### src/spq_pkg.sv
`timescale 1ns / 1ps
`default_nettype none
// ----------------------------------------------------------------------------
// spq_pkg
// shared types and defaults for the sorted priority queue
// ----------------------------------------------------------------------------
package spq_pkg;

	localparam int QUEUE_DEPTH_DEF   = 16;
	localparam int PAYLOAD_BITS_DEF  = 16;
	localparam int PRIORITY_BITS_DEF = 16;

	typedef enum logic {
		OP_ENQUEUE = 1'b0,
		OP_DEQUEUE = 1'b1
	} op_t;

	typedef enum logic [1:0] {
		ST_ENQUEUED = 2'd0,
		ST_DEQUEUED = 2'd1,
		ST_EMPTY    = 2'd2,
		ST_FULL     = 2'd3
	} status_t;

	typedef struct packed {
		op_t                operation;
		logic [15:0]        payload;
		logic signed [15:0] priority_req;
	} req_word_t;

	typedef struct packed {
		status_t            status;
		logic [15:0]        out_payload;
		logic signed [15:0] out_priority;
		logic [4:0]         occupancy;
		logic               is_empty;
	} rsp_word_t;

	// command broadcast to every cell of the chain
	typedef struct packed {
		logic enq;
		logic deq;
	} cell_ctrl_t;

endpackage : spq_pkg
`default_nettype wire

### src/spq_cell.sv
`timescale 1ns / 1ps
`default_nettype none
// ----------------------------------------------------------------------------
// spq_cell
// one slot of the sorted chain: holds, shifts down on insert, shifts up on pop
// ----------------------------------------------------------------------------
module spq_cell
	import spq_pkg::*;
#(
	parameter int PAYLOAD_BITS  = PAYLOAD_BITS_DEF,
	parameter int PRIORITY_BITS = PRIORITY_BITS_DEF
) (
	input  wire                             clk,
	input  wire                             arst_n,
	input  wire cell_ctrl_t                 ctrl,
	input  wire logic signed [PRIORITY_BITS-1:0] new_pri,
	input  wire logic [PAYLOAD_BITS-1:0]    new_pay,
	// neighbour towards the front
	input  wire logic                       left_valid,
	input  wire logic                       left_stays,
	input  wire logic signed [PRIORITY_BITS-1:0] left_pri,
	input  wire logic [PAYLOAD_BITS-1:0]    left_pay,
	// neighbour towards the back
	input  wire logic                       right_valid,
	input  wire logic signed [PRIORITY_BITS-1:0] right_pri,
	input  wire logic [PAYLOAD_BITS-1:0]    right_pay,
	output logic                            valid,
	output logic                            stays,
	output logic signed [PRIORITY_BITS-1:0] pri,
	output logic [PAYLOAD_BITS-1:0]         pay
);

	logic                            valid_q;
	logic signed [PRIORITY_BITS-1:0] pri_q;
	logic [PAYLOAD_BITS-1:0]         pay_q;
	logic                            valid_d;
	logic signed [PRIORITY_BITS-1:0] pri_d;
	logic [PAYLOAD_BITS-1:0]         pay_d;

	// equal or higher priority keeps its place ahead of the new entry
	assign stays = valid_q && (pri_q >= new_pri);

	always_comb begin
		valid_d = valid_q;
		pri_d   = pri_q;
		pay_d   = pay_q;
		if (ctrl.enq) begin
			valid_d = valid_q | left_valid;
			if (!stays) begin
				if (left_stays) begin
					pri_d = new_pri;
					pay_d = new_pay;
				end else begin
					pri_d = left_pri;
					pay_d = left_pay;
				end
			end
		end else if (ctrl.deq) begin
			valid_d = right_valid;
			pri_d   = right_pri;
			pay_d   = right_pay;
		end
	end

	always_ff @(posedge clk or negedge arst_n) begin
		if (!arst_n) begin
			valid_q <= 1'b0;
		end else begin
			valid_q <= valid_d;
		end
	end

	always_ff @(posedge clk) begin
		pri_q <= pri_d;
		pay_q <= pay_d;
	end

	assign valid = valid_q;
	assign pri   = pri_q;
	assign pay   = pay_q;

endmodule : spq_cell
`default_nettype wire

### src/sorted_priority_queue.sv
`timescale 1ns / 1ps
`default_nettype none
// ----------------------------------------------------------------------------
// sorted_priority_queue
// fixed-depth priority queue built as a chain of sorting cells
// ----------------------------------------------------------------------------
// usage
//   req channel (req_valid / req_ready / req) carries one command word:
//   enqueue of a payload with a signed priority, or dequeue of the front.
//   rsp channel (rsp_valid / rsp_ready / rsp) returns exactly one word per
//   command: status, dequeued payload and priority, occupancy, empty flag.
//   every cell compares against the broadcast priority and shifts at once,
//   so one command completes in the cycle it is accepted; the response
//   word appears in the output register in the cycle after acceptance.
//   throughput is one command per cycle while rsp_ready is high.
//   equal priorities leave in arrival order; an enqueue on a full queue
//   answers full and drops the entry, a dequeue on an empty one answers
//   empty, neither touches the stored entries.
//   reset clears every cell's valid flag and the entry count; no clearing
//   pass is needed. while rsp_ready is low the held response stays put and
//   req_ready drops until that word has been taken.
// ----------------------------------------------------------------------------
module sorted_priority_queue
	import spq_pkg::*;
#(
	parameter int QUEUE_DEPTH   = QUEUE_DEPTH_DEF,
	parameter int PAYLOAD_BITS  = PAYLOAD_BITS_DEF,
	parameter int PRIORITY_BITS = PRIORITY_BITS_DEF
) (
	input  wire            clk,
	input  wire            arst_n,
	input  wire logic      req_valid,
	output logic           req_ready,
	input  wire req_word_t req,
	output logic           rsp_valid,
	input  wire logic      rsp_ready,
	output rsp_word_t      rsp
);

	localparam int CW = $clog2(QUEUE_DEPTH + 1);

	// chain signals, one per cell
	logic                            cell_valid [QUEUE_DEPTH];
	logic                            cell_stays [QUEUE_DEPTH];
	logic signed [PRIORITY_BITS-1:0] cell_pri   [QUEUE_DEPTH];
	logic [PAYLOAD_BITS-1:0]         cell_pay   [QUEUE_DEPTH];

	logic [CW-1:0] count_q;
	logic [CW-1:0] count_d;
	logic          rsp_valid_q;
	rsp_word_t     rsp_q;
	rsp_word_t     rsp_d;

	logic       accept;
	logic       full;
	logic       empty;
	cell_ctrl_t ctrl;

	logic [63:0]                     pay_in_wide;
	logic [63:0]                     pri_in_wide;
	logic [PAYLOAD_BITS-1:0]         new_pay;
	logic signed [PRIORITY_BITS-1:0] new_pri;
	logic [63:0]                     pay_out_wide;
	logic [63:0]                     pri_out_wide;
	logic [63:0]                     count_wide;

	// output register frees up when empty or being drained this cycle
	assign req_ready = !rsp_valid_q || rsp_ready;
	assign accept    = req_valid && req_ready;

	assign full  = cell_valid[QUEUE_DEPTH-1];
	assign empty = !cell_valid[0];

	assign ctrl.enq = accept && (req.operation == OP_ENQUEUE) && !full;
	assign ctrl.deq = accept && (req.operation == OP_DEQUEUE) && !empty;

	// fit the fixed-width fields to the stored widths
	assign pay_in_wide = 64'(req.payload);
	assign pri_in_wide = 64'($unsigned(req.priority_req));
	assign new_pay     = pay_in_wide[PAYLOAD_BITS-1:0];
	assign new_pri     = $signed(pri_in_wide[PRIORITY_BITS-1:0]);

	genvar gi;
	generate
		for (gi = 0; gi < QUEUE_DEPTH; gi++) begin : g_cell
			logic                            l_valid;
			logic                            l_stays;
			logic signed [PRIORITY_BITS-1:0] l_pri;
			logic [PAYLOAD_BITS-1:0]         l_pay;
			logic                            r_valid;
			logic signed [PRIORITY_BITS-1:0] r_pri;
			logic [PAYLOAD_BITS-1:0]         r_pay;

			if (gi == 0) begin : g_head
				// front cell sees a full, staying neighbour ahead of it
				assign l_valid = 1'b1;
				assign l_stays = 1'b1;
				assign l_pri   = '0;
				assign l_pay   = '0;
			end else begin : g_link_l
				assign l_valid = cell_valid[gi-1];
				assign l_stays = cell_stays[gi-1];
				assign l_pri   = cell_pri[gi-1];
				assign l_pay   = cell_pay[gi-1];
			end

			if (gi == QUEUE_DEPTH - 1) begin : g_tail
				assign r_valid = 1'b0;
				assign r_pri   = '0;
				assign r_pay   = '0;
			end else begin : g_link_r
				assign r_valid = cell_valid[gi+1];
				assign r_pri   = cell_pri[gi+1];
				assign r_pay   = cell_pay[gi+1];
			end

			spq_cell #(
				.PAYLOAD_BITS  (PAYLOAD_BITS),
				.PRIORITY_BITS (PRIORITY_BITS)
			) u_cell (
				.clk         (clk),
				.arst_n      (arst_n),
				.ctrl        (ctrl),
				.new_pri     (new_pri),
				.new_pay     (new_pay),
				.left_valid  (l_valid),
				.left_stays  (l_stays),
				.left_pri    (l_pri),
				.left_pay    (l_pay),
				.right_valid (r_valid),
				.right_pri   (r_pri),
				.right_pay   (r_pay),
				.valid       (cell_valid[gi]),
				.stays       (cell_stays[gi]),
				.pri         (cell_pri[gi]),
				.pay         (cell_pay[gi])
			);
		end
	endgenerate

	// entry count after this command
	always_comb begin
		count_d = count_q;
		if (ctrl.enq) begin
			count_d = count_q + CW'(1);
		end else if (ctrl.deq) begin
			count_d = count_q - CW'(1);
		end
	end

	// front entry, reported as raw bits of the stored width
	assign pay_out_wide = 64'(cell_pay[0]);
	assign pri_out_wide = 64'($unsigned(cell_pri[0]));
	assign count_wide   = 64'(count_d);

	always_comb begin
		rsp_d              = '0;
		rsp_d.occupancy    = count_wide[4:0];
		rsp_d.is_empty     = (count_d == '0);
		case (req.operation)
			OP_ENQUEUE: begin
				rsp_d.status = full ? ST_FULL : ST_ENQUEUED;
			end
			OP_DEQUEUE: begin
				if (empty) begin
					rsp_d.status = ST_EMPTY;
				end else begin
					rsp_d.status       = ST_DEQUEUED;
					rsp_d.out_payload  = pay_out_wide[15:0];
					rsp_d.out_priority = $signed(pri_out_wide[15:0]);
				end
			end
			default: begin
				rsp_d.status = ST_EMPTY;
			end
		endcase
	end

	always_ff @(posedge clk or negedge arst_n) begin
		if (!arst_n) begin
			count_q     <= '0;
			rsp_valid_q <= 1'b0;
		end else begin
			count_q <= count_d;
			if (accept) begin
				rsp_valid_q <= 1'b1;
			end else if (rsp_ready) begin
				rsp_valid_q <= 1'b0;
			end
		end
	end

	// response word held until taken
	always_ff @(posedge clk) begin
		if (accept) begin
			rsp_q <= rsp_d;
		end
	end

	assign rsp_valid = rsp_valid_q;
	assign rsp       = rsp_q;

endmodule : sorted_priority_queue
`default_nettype wire
### config.mk
export PLATFORM = sky130hd
export DESIGN_NAME = sorted_priority_queue
export DESIGN_NICKNAME = d
export VERILOG_FILES = /design/src/spq_pkg.sv /design/src/spq_cell.sv /design/src/sorted_priority_queue.sv
export SDC_FILE = /design/constraint.sdc
export NUM_CORES = 2
export LEC_CHECK = 0
export ABC_AREA = 1
export BUFFER_PORTS_ARGS = -buffer_cell sky130_fd_sc_hd__buf_2
export CAP_MARGIN = 25
export CELL_PAD_IN_SITES_DETAIL_PLACEMENT = 0
export CELL_PAD_IN_SITES_GLOBAL_PLACEMENT = 1
export CORE_MARGIN = 5
export CORE_UTILIZATION = 48
export CTS_CLUSTER_SIZE = 24
export DETAILED_ROUTE_END_ITERATION = 8
export GPL_ROUTABILITY_DRIVEN = 0
export PLACE_DENSITY_LB_ADDON = 0.2
export SKIP_CTS_REPAIR_TIMING = 1
export SLEW_MARGIN = 20
export SYNTH_ARGS = -nofsm -noshare
export SYNTH_HDL_FRONTEND = slang
export SYNTH_SLANG_ARGS = --single-unit
### constraint.sdc
create_clock -name clk -period 4.5 [get_ports clk]
set_input_delay 0.9 -clock clk [delete_from_list [all_inputs] [get_ports clk]]
set_output_delay 0.9 -clock clk [all_outputs]
set_load 0.01 [all_outputs]
# After elaboration in Yosys (flattened, before gate mapping)
# Index checks and enable logic that the tools add are counted.
op_classes:
  addsub: 2
  n_mul: 0
  div_mod_pow: 0
  magnitude_cmp: 16
  eq_ne: 16
  n_shift: 0
  mux: 164
  bitwise: 16
  reduce_logical: 44
ops:
  columns: ["op", "count"]
  rows:
  - ["2-to-1 mux 16 bit", 125]
  - ["greater-or-equal comparator 16 bit", 16]
  - ["2-to-1 mux 1 bit", 34]
  - ["AND reduction 2 bit", 17]
  - ["inequality test 2 bit (second input constant)", 16]
  - ["logical AND 1 bit", 21]
  - ["bitwise OR 1 bit", 15]
  - ["2-to-1 mux 5 bit", 2]
  - ["adder 5 x 1 -> 5 bit (second input constant)", 1]
  - ["logical NOT 5 bit", 1]
  - ["subtractor 5 x 1 -> 5 bit (second input constant)", 1]
  - ["2-to-1 mux 2 bit", 2]
  - ["one-hot mux 2 bit (2 select lines)", 1]
  - ["nonzero test 2 bit", 2]
  - ["logical NOT 1 bit", 2]
  - ["logical OR 1 bit", 1]
  - ["NOT 1 bit", 1]
word_totals:
  regBits: 574
  latchBits: 0
  mem_bits_rw: 0
  romBits: 0
  in_bits: 37
  output_inout_bits: 42
  elab_cells: 313
  memories: 0

# Logic depth before layout (Yosys ltp)
logic_depth:
  ltp_word: 8
  depth_mapped: 19
  ltp_nobuf: 18

# Modules after synthesis
# A second synthesis with hierarchy kept.
unflattened:
  hier_cells: 4415
  hier_area_um2: 36228.5
modules_own_cells:
  columns: ["mod", "instances", "cells_each", "area_each_um2", "seq_area_each_um2"]
  rows:
  - ["spq_cell at g_cell[0].u_cell ...", 10, 265, 2144.6, 985.9]
  - ["spq_cell at g_cell[4].u_cell ...", 6, 265, 2142.1, 985.9]
  - ["sorted_priority_queue", 1, 175, 1930.6, 1351.3]

# Worst setup path before layout
# Ideal clock, no wire load.
synth_path:
  path_kind: "in2reg"
  start: "input req[5] (netlist name)"
  end: "register g_cell[14].u_cell.pay_q[0] (enable)"
  arrival_time_ps: 4050
  required_time_ps: 4059
  setup_slack_ps: 10
  path_stages: 13
  cell_sequence: "inv_1 ha_1 a21oi_1 nor2_1 nor3_1 nand2_1 nand2_1 nand2_1 nand2_1 nand3_1 buf_2 buf_4 a31oi_1"
synth_between:
  elab_chain_len: 4
synth_rtl:
  columns: ["element", "line_no", "source"]
  rows:
  - ["start, declared", "sorted_priority_queue.sv:34", "input wire req_word_t req,"]
  - ["greater-or-equal comparator 16 bit", "spq_cell.sv:41", "assign stays = valid_q && (pri_q >= new_pri);"]
  - ["logical AND 1 bit", "spq_cell.sv:41", null]
  - ["inequality test 2 bit (no line)", null, null]
  - ["AND reduction 2 bit (no line)", null, null]
  - ["end signal, assigned", "spq_cell.sv:75", "pay_q <= pay_d;"]
  - ["end, declared", "spq_cell.sv:35", "logic [PAYLOAD_BITS-1:0] pay_q;"]
# No other way between the ends.
# A chain may end at the register's enable or synchronous reset.

# Worst setup path after layout
layout_path:
  start: "input req[5] (netlist name)"
  end: "register g_cell[14].u_cell.pri_q[6] (enable)"
layout_between:
  elab_chain_len: 4
layout_rtl:
  columns: ["element", "line_no", "source"]
  rows:
  - ["greater-or-equal comparator 16 bit", "spq_cell.sv:41", null]
  - ["logical AND 1 bit", "spq_cell.sv:41", null]
  - ["inequality test 2 bit (no line)", null, null]
  - ["AND reduction 2 bit (no line)", null, null]
  - ["end signal, assigned", "spq_cell.sv:74", "pri_q <= pri_d;"]
  - ["end, declared", "spq_cell.sv:34", "logic signed [PRIORITY_BITS-1:0] pri_q;"]
# No other way between the ends.

==> results summary <==
The flow ran to the end, and the final reports show no timing, DRC or antenna violations. The total power per unit cell area is 451 nW/um2. The CTS tree is done. The detailed router finished its first iteration with 2074 violations.

Sequential cells were found to cover 47.6% of the synthesized design area. Summed over all instances, the cell type with the most area after synthesis is edfxtp_1. The worst-case clock skew came out at 0.0269 ns.

Cells with a size suffix above 1 make up 6.53% of the layout. The vertical extent of the die came out at 284 um. At the pin with the least slew margin, the transition time is 0.812 ns. The number of global-route vias before repair is 27.3k. The count of filler cells inserted in the layout came out at 7308. The clock passes through at most 3 buffers. In the global route stage, overall resource usage came out at 22.4%. The class of the tightest hold or removal check is primary input to asynchronous set/reset pin. Setup repair after global routing left no endpoint under its margin. The number of rows created at floorplan is 100. The number of max-cap violations is 0. Dividing the synthesized area by the synthesized cell count gives 7.59 um2.

The maximum ir drop on the vdd rail came out at 0.316 mV. After synthesis the cells add up to 36000 um2. Synthesis inferred 574 register bits. In this run the static leakage power is 22.6 nW. The unique cell type count in the Yosys netlist came out at 34. The H-tree was split into 3 levels. The via count came out at 27.9k. The commonest non-fill, non-tap cell in the layout is nand2_1. The instance area at placement is 37300 um2. The number of optimization iterations in the first detailed-route pass is 6.

The starting density of the core is 48.4%. STA classifies the critical path startpoint as a primary input. The arrival time at the worst endpoint came out at 3.62 ns. The critical path class is primary input to flip-flop. The max-slew violation count is 0. The total nets after synthesis is 5016. The time the final worst path needs with I/O delays and setup is 3.32 ns. Global routing finished with a remaining overflow of 0. After detailed routing, the number of remaining DRC violations is 0. The worst-case setup slack after placement came out at 0.488 ns. Along the worst path, the maximum fanout reaches 25. At the later pin of the worst-skew pair, clock insertion delay measures 0.61 ns. The completed layout was analyzed and its total power is 17.7 mW.

The detail route stage leaves a number of antenna-violating nets equal to 0. The total count of hold-check failures in the final report is 0. The number of clock buffers added by TritonCTS is 69. During I/O placement, the number of pins put on the boundary was 79. The area share of the leading cell type in the synthesized netlist is 46.1%. The number of port buffers is 78. The final-stage net count came out at 5057. The number of antenna violations at the first check in global routing came out at 0. The average wire per standard cell came out at 15.8 um. The synthesis warning total came out at 0. Clock tree synthesis found a total of 574 sinks.

After layout, the worst path uses 73.8% of the clock period. The finished layout cell area came out at 39300 um2. The worst setup path is captured at a flip-flop. The synthesis-to-finish area growth came out at 9.19%. The worst slew margin relative to its limit came out at 45.8%.

The number of endpoints failing setup at the final stage is 0. The width of the die came out at 284 um. The worst-case setup margin in the final layout came out at 1.18 ns.

The core area is 74300 um2. The repair_antennas step left the layout with diodes totalling 0. By area the synthesized netlist is led by edfxtp_1, nand2_1, ha_1. The detailed-placement wirelength estimate came out at 67200 um. Entering global routing, the biggest net connects 161 pins. The fmax came out at 301 MHz. The clock-pin slew on the worst setup and hold paths came out at 0.06 ns. The sum of negative setup slack came out at 0 ns. The total wire length after detailed routing came out at 91700 um. In this run the clock root is driven by a clkbuf_16. The critical path data required time came out at 4.79 ns. The mean number of vias per cell is 4.81. The library cells used most frequently in the layout, excluding fill and tap cells, are nand2_1, inv_1, edfxtp_1, ha_1, nor2_1.

The die covers 80500 um2. The global-route wire length before repair came out at 149000 um. The number of instances in the synthesized netlist is 4737.
synth_stat cells (all sizes together):
library cell / instances
a211oi: 1
o22ai: 3
edfxtp: 552
buf: 135
clkbuf: 65
nand4: 19
nor2: 140
a22oi: 2
a21o: 9
ha: 242
xor2: 4
a21oi: 129
dfrtp: 22
nor3: 9
inv: 600
nand3: 95
nand2: 2632
a31oi: 2
nor4: 1
o21ai: 63
o21a: 1
o21bai: 11
power breakdown:
part	switching, mW	internal (mW)
Combinational	3.33	1.57
Clock	2.23	2.90
Sequential	0.558	7.14
registers in the layout (all words and copies together), names as in the netlist:
signal	cells
g_cell.u_cell.valid	16
rsp_valid	1
count_q	5
g_cell.u_cell.pri	256
rsp	40
g_cell.u_cell.pay	256
final timing paths:
path	from	end	slack [ns]	depth (start not counted)
min	arst_n	count_q[3]$_DFF_PN0_	0.31	1
min reg2reg	count_q[4]$_DFF_PN0_	count_q[4]$_DFF_PN0_	0.48	1
max reg2reg	rsp_valid$_DFFE_PN0P_	g_cell[2].u_cell.pay[3]$_DFFE_PP_	1.53	8
min in group clk	count_q[4]$_DFF_PN0_	count_q[4]$_DFF_PN0_	0.48	1
max in group asynchronous	arst_n	g_cell[14].u_cell.valid$_DFFE_PN0P_	3.65	1
max	req[5]	g_cell[14].u_cell.pri[6]$_DFFE_PP_	1.18	13
layer usage:
metal	wire length, um	track usage, %
met1	45400	33.1
met2	40400	35.8
met3	4600	2.88
met4	1300	4.12
met5	0	0
layout make-up:
type	count	area [um2]	area share, %
Sequential cell	574	17100	43.6
Clock buffer	87	1820	4.62
Timing Repair Buffer	170	1170	2.98
Tap cell	969	1210	3.09
Multi-Input combinational cell	3363	15500	39.5
Clock inverter	31	184	0.468
Inverter	600	2250	5.74
critical path, cell delays in order:
cell and delay (ns):
buf_2 0.11, inv_1 0.45, ha_1 0.35, a21oi_1 0.18, nor2_1 0.05, nor3_1 0.28, nand2_1 0.11, nand2_1 0.11
nand2_1 0.06, nand2_1 0.07, nand3_2 0.18, a31oi_4 0.46, buf_12 0.26
through the flow:
step                cells  util (%)  hold WS (ns)
floorplan            4737         -         0.448
CTS                  5794      52.8         0.316
finish               5794      52.8         0.314
global route         5794      52.8         0.340
global placement     5676      50.2         0.466
detailed placement   5676      50.2         0.474
logic make-up after synthesis:
group	Yosys count	share of synthesized area [%]
AND/OR/NAND/NOR	2896	31.2
buffers and inverters	800	9.35
flip-flops	574	47.6
adder cells (fa/ha/maj)	242	8.42
AO/OA/AOI/OAI	221	3.29
XOR/XNOR	4	0.0974
(Power assumes the default switching activity.)
